**src/sv/mkr_pkg.sv**
```systemverilog
package mkr_pkg;

  localparam int RAW_W       = 12;
  localparam int KNOB_W      = 2;
  localparam int LEVEL_W     = 5;
  localparam int SECTOR_W    = 4;
  localparam int NUM_OFFSETS = 8;
  localparam int OFF_IW      = 3;
  localparam int CFG_IDX_W   = 4;

  typedef struct packed {
    logic [KNOB_W-1:0] knob;
    logic [RAW_W-1:0]  raw_y;
    logic [RAW_W-1:0]  raw_x;
    logic              button_level;
  } scan_t;

  typedef struct packed {
    logic [KNOB_W-1:0]  knob_id;
    logic               present;
    logic               inserted;
    logic               removed;
    logic               pressed;
    logic               lock_on;
    logic [LEVEL_W-1:0] level;
  } result_t;

  typedef struct packed {
    logic [CFG_IDX_W-1:0] idx;
    logic [RAW_W-1:0]     value;
  } cfg_t;

endpackage

```
**src/sv/mkr_sector.sv**
```systemverilog
module mkr_sector #(
  parameter int DW = 13
) (
  input  logic signed [DW-1:0]               x,
  input  logic signed [DW-1:0]               y,
  output logic [mkr_pkg::SECTOR_W-1:0]       sector
);

  localparam int PW = DW + 26;
  localparam logic [25:0] TAN22_Q24 = 26'd6949350;
  localparam logic [25:0] TAN67_Q24 = 26'd40503782;
  localparam logic [1:0] QUAD_0 = 2'd0;
  localparam logic [1:0] QUAD_1 = 2'd1;
  localparam logic [1:0] QUAD_2 = 2'd2;
  localparam logic [1:0] QUAD_3 = 2'd3;
  localparam logic [1:0] SUB_0 = 2'd0;
  localparam logic [1:0] SUB_1 = 2'd1;
  localparam logic [1:0] SUB_2 = 2'd2;
  localparam logic [1:0] SUB_3 = 2'd3;
  localparam logic [mkr_pkg::SECTOR_W-1:0] SECTOR_ORIGIN = 4'd8;
  localparam logic [mkr_pkg::SECTOR_W-1:0] SECTOR_FULL   = 4'd15;

  logic signed [DW-1:0] u;
  logic signed [DW-1:0] v;
  logic signed [DW-1:0] a_s;
  logic signed [DW-1:0] b_s;
  logic [DW-1:0]        a;
  logic [DW-1:0]        b;
  logic [1:0]           quad;
  logic [1:0]           sub;
  logic [PW-1:0]        bs;
  logic [PW-1:0]        p22;
  logic [PW-1:0]        p67;

  // rotate (-x, -y) into the first quadrant
  always_comb begin
    u = -x;
    v = -y;
    priority if (u > 0 && v >= 0) begin
      quad = QUAD_0;
      a_s  = u;
      b_s  = v;
    end else if (u <= 0 && v > 0) begin
      quad = QUAD_1;
      a_s  = v;
      b_s  = -u;
    end else if (u < 0 && v <= 0) begin
      quad = QUAD_2;
      a_s  = -u;
      b_s  = -v;
    end else begin
      quad = QUAD_3;
      a_s  = -v;
      b_s  = u;
    end
  end

  assign a   = $unsigned(a_s);
  assign b   = $unsigned(b_s);
  assign bs  = PW'(b) << 24;
  assign p22 = PW'(a) * PW'(TAN22_Q24);
  assign p67 = PW'(a) * PW'(TAN67_Q24);

  always_comb begin
    priority if (bs < p22) begin
      sub = SUB_0;
    end else if (b < a) begin
      sub = SUB_1;
    end else if (bs < p67) begin
      sub = SUB_2;
    end else begin
      sub = SUB_3;
    end
  end

  always_comb begin
    priority if (x == '0 && y == '0) begin
      sector = SECTOR_ORIGIN;
    end else if (y == '0 && x < 0) begin
      sector = SECTOR_FULL;
    end else begin
      sector = {quad, sub};
    end
  end

endmodule

```
**config.mk**
```make
export PLATFORM = sky130hd
export DESIGN_NAME = mkr_sector
export DESIGN_NICKNAME = d
export VERILOG_FILES = /design/src/sv/mkr_pkg.sv /design/src/sv/mkr_sector.sv
export SDC_FILE = /design/constraint.sdc
export NUM_CORES = 1
export LEC_CHECK = 0
export BUFFER_PORTS_ARGS = -buffer_cell sky130_fd_sc_hd__buf_2
export CORE_MARGIN = 10
export CORE_UTILIZATION = 55
export DETAILED_ROUTE_END_ITERATION = 6
export PLACE_DENSITY = 0.79
export SLEW_MARGIN = 0
export SYNTH_ARGS = -nofsm -noshare
export SYNTH_HDL_FRONTEND = slang
export SYNTH_SLANG_ARGS = --single-unit
```
**constraint.sdc**
```tcl
create_clock -name vclk -period 14.5
set_input_delay 2.175 -clock vclk [all_inputs]
set_output_delay 2.175 -clock vclk [all_outputs]
set_load 0.01 [all_outputs]
```
==> run_summary.xml <==
<?xml version="1.0" encoding="UTF-8"?>
<metrics>
  <group name="placed_design">
    <metric name="pre_cts_setup_slack" unit="ns">0.0737</metric>
    <metric name="port_buffers" unit="">30</metric>
    <metric name="routabilityCongestion" unit="">0.988</metric>
    <metric name="place.detailed.hpwl" unit="mm">22.0</metric>
  </group>
  <group name="critical_path">
    <metric name="crit_path_max_incr_delay" unit="ns">0.62</metric>
    <metric name="crit_slowest_cell" unit="">fa_1</metric>
    <metric name="crit_family" unit="">adder cells</metric>
    <metric name="timing.critical_path.from_type" unit="">primary input</metric>
    <metric name="critPathCaptureType" unit="">output port</metric>
    <metric name="worst-endpoint-required" unit="ns">12.32</metric>
    <metric name="arrival" unit="ns">11.85</metric>
    <metric name="timing.setup.critical_path_class" unit="">primary input to output port</metric>
    <metric name="worst-path-buf-inv" unit="">8</metric>
    <metric name="critical_path_peak_fanout" unit="">9</metric>
  </group>
  <group name="global_route">
    <metric name="grt_pass1_wl" unit="mm">41.3</metric>
    <metric name="global_route.usage.met1" unit="%">30.4</metric>
    <metric name="grt_use_met2" unit="%">37.9</metric>
    <metric name="grt_antenna_before_repair" unit="">0</metric>
    <metric name="via_count_of_the_first_global_routing_pass" unit="">8193</metric>
    <metric name="grt.busiest_layer" unit="">met2</metric>
    <metric name="grtUsageTotal" unit="%">22.9</metric>
    <metric name="overflow_left_after_global_routing" unit="">0</metric>
    <metric name="grt_max_degree" unit="">17</metric>
    <metric name="grt_util_met3" unit="%">2.89</metric>
  </group>
  <group name="logic_synthesis">
    <metric name="synth_area_per_cell" unit="um2">7.92</metric>
    <metric name="synth-seq-area-share" unit="%">0</metric>
    <metric name="cell_area_after_technology_mapping" unit="mm2">0.00890</metric>
    <metric name="synth_warnings" unit="">0</metric>
    <metric name="syn_inst" unit="">1124</metric>
    <metric name="synth_cell_types" unit="">74</metric>
    <metric name="synth_nets" unit="">1431</metric>
  </group>
  <group name="route">
    <metric name="detail_route.vias_per_cell" unit="">6.00</metric>
    <metric name="drc" unit="">3</metric>
    <metric name="drtIter0Drc" unit="">751</metric>
    <metric name="vias" unit="">8239</metric>
    <metric name="avgRoutedWirePerCell" unit="um">18.7</metric>
    <metric name="dr.pass1.iters" unit="">7</metric>
    <metric name="totalWireLength" unit="mm">25.6</metric>
    <metric name="postRouteAntennaNets" unit="">0</metric>
  </group>
  <group name="layout">
    <metric name="fin_nets" unit="">1466</metric>
    <metric name="antennaDiodeCount" unit="">0</metric>
    <metric name="clock_buffers" unit="">0</metric>
    <metric name="combined_flip_flop_and_latch_cell_area" unit="um2">0</metric>
    <metric name="drive_above_1_share" unit="%">9.33</metric>
    <metric name="layout.cells.most_common_list" unit="">ha_1, inv_1, fa_1, nor2_1, a21oi_1</metric>
    <metric name="sequential_cell_total" unit="">0</metric>
    <metric name="area_growth_syn_to_layout" unit="%">7.59</metric>
    <metric name="layout_commonest_cell" unit="">ha_1</metric>
  </group>
  <group name="hold_path">
    <metric name="holdCritStartpoint" unit="">y[12]</metric>
    <metric name="whs_path_depth" unit="">5</metric>
    <metric name="hold_path_class" unit="">primary input to output port</metric>
    <metric name="hold_path_end" unit="">sector[3]</metric>
  </group>
  <group name="die">
    <metric name="initial_core_util" unit="%">56.0</metric>
    <metric name="site_row_count" unit="">46</metric>
    <metric name="die_y" unit="um">147</metric>
    <metric name="io_pins" unit="">30</metric>
    <metric name="die_footprint" unit="mm2">0.0217</metric>
    <metric name="core_region_area" unit="mm2">0.0159</metric>
    <metric name="die_x" unit="um">147</metric>
  </group>
  <group name="sta">
    <metric name="postLayoutSetupSlackWorst" unit="ns">0.476</metric>
    <metric name="finalHoldViolCount" unit="">0</metric>
    <metric name="finalSetupViolations" unit="">0</metric>
    <metric name="worst_pin_slew" unit="ns">0.721</metric>
    <metric name="final_cycle_utilization_of_the_critical_path" unit="%">96.7</metric>
    <metric name="min_period" unit="ns">14.02</metric>
    <metric name="achievable-frequency" unit="MHz">71.3</metric>
    <metric name="slew_violations" unit="">0</metric>
    <metric name="relSlewSlack" unit="%">50.7</metric>
  </group>
  <group name="flow_run">
    <metric name="cap_violations" unit="">0</metric>
  </group>
  <group name="run_status">
    <metric name="run_status" unit="">complete, but fails checks</metric>
    <metric name="failed_checks" unit="">design-rule violations</metric>
  </group>
</metrics>
## per-layer routing
layer / routed length (um) / vias up
li1: - / 3985
met1: 11300 / 3878
met2: 11700 / 316
met3: 1820 / 60
met4: 841 / 0
met5: 0 / -
## synthesized netlist by cell type, types with 5 or more instances
library cell	n	area, um2
ha_1	198	2480
inv_1	176	661
fa_1	83	1660
nor2_1	78	293
a21oi_1	71	355
nand2_1	66	248
o21ai_0	49	245
xnor2_1	47	412
xor2_1	32	280
clkbuf_1	28	105
a21o_1	22	165
nand3_1	21	105
nor3_1	16	80.1
a31oi_1	13	81.3
nand2b_1	12	75.1
o211ai_1	12	90.1
o21a_1	10	75.1
o21ai_1	10	50.1
nand4_1	9	56.3
o31ai_1	9	67.6
or3_1	9	56.3
a211oi_1	8	60.1
and2_1	8	50.1
nor2b_1	8	50.1
and3_1	7	43.8
mux2i_1	7	70.1
nor4b_1	6	52.6
nor4_1	5	31.3
o21bai_1	5	37.5
or2_2	5	31.3
or4_1	5	37.5
## worst min-delay path, cell delays in order
cell	delay, ns
buf_2	0.11
nor2_1	0.06
o21ai_0	0.07
nand2_1	0.06
buf_2	0.13
## stage by stage
stage                     cell area [um2]  TNS [ns]  hold slack, ns  util, %  instances
after global placement               9440         0            4.77     59.4       1371
final                                9580         0            4.78     60.3       1373
after floorplan                      8900         0            4.50        -       1124
after detailed placement             9440         0            4.79     59.4       1371
after global routing                 9580   -0.0266            4.83     60.3       1373
after CTS                            9440         0            4.79     59.4       1371
## cell families (layout without fill, tap and decap cells)
group           count (synthesis)  after routing  synth area share, %
compound gates                264            264                 19.5
xor+xnor                       79             79                 7.77
fa+ha+maj                     283            283                 46.8
buf+inv                       211            244                 9.11
mux                            11             11                 1.29
simple gates                  276            276                 15.6
## worst max-delay path by stage
stage / from / to / slack (ns) / cells past startpoint
after detailed placement: x[0] / sector[0] / 0.07 / 40
after floorplan: x[0] / sector[0] / 0.84 / 41
after global routing: y[0] / sector[0] / -0.03 / 39
final: y[0] / sector[0] / 0.48 / 43
after global placement: x[0] / sector[0] / 0.21 / 40
after CTS: x[0] / sector[0] / 0.13 / 40
## what timing repair did
item	4_1_cts	5_1_grt
setup endpoints to repair	1	2
pin swaps	0	3
buffers inserted	0	2
cloned	0	0
hold buffers	0	0
resized for setup	1	28
hold endpoints to repair	0	0
## area by class of cell
class                      count  area, um2
inverter                     177        664
fill                        1459       6310
multi-input combinational    913       8210
timing repair buffer          67        428
tap                          216        270
Power is not shown: default switching activity piles up to over one toggle a cycle in this logic, so the estimate is an artifact.
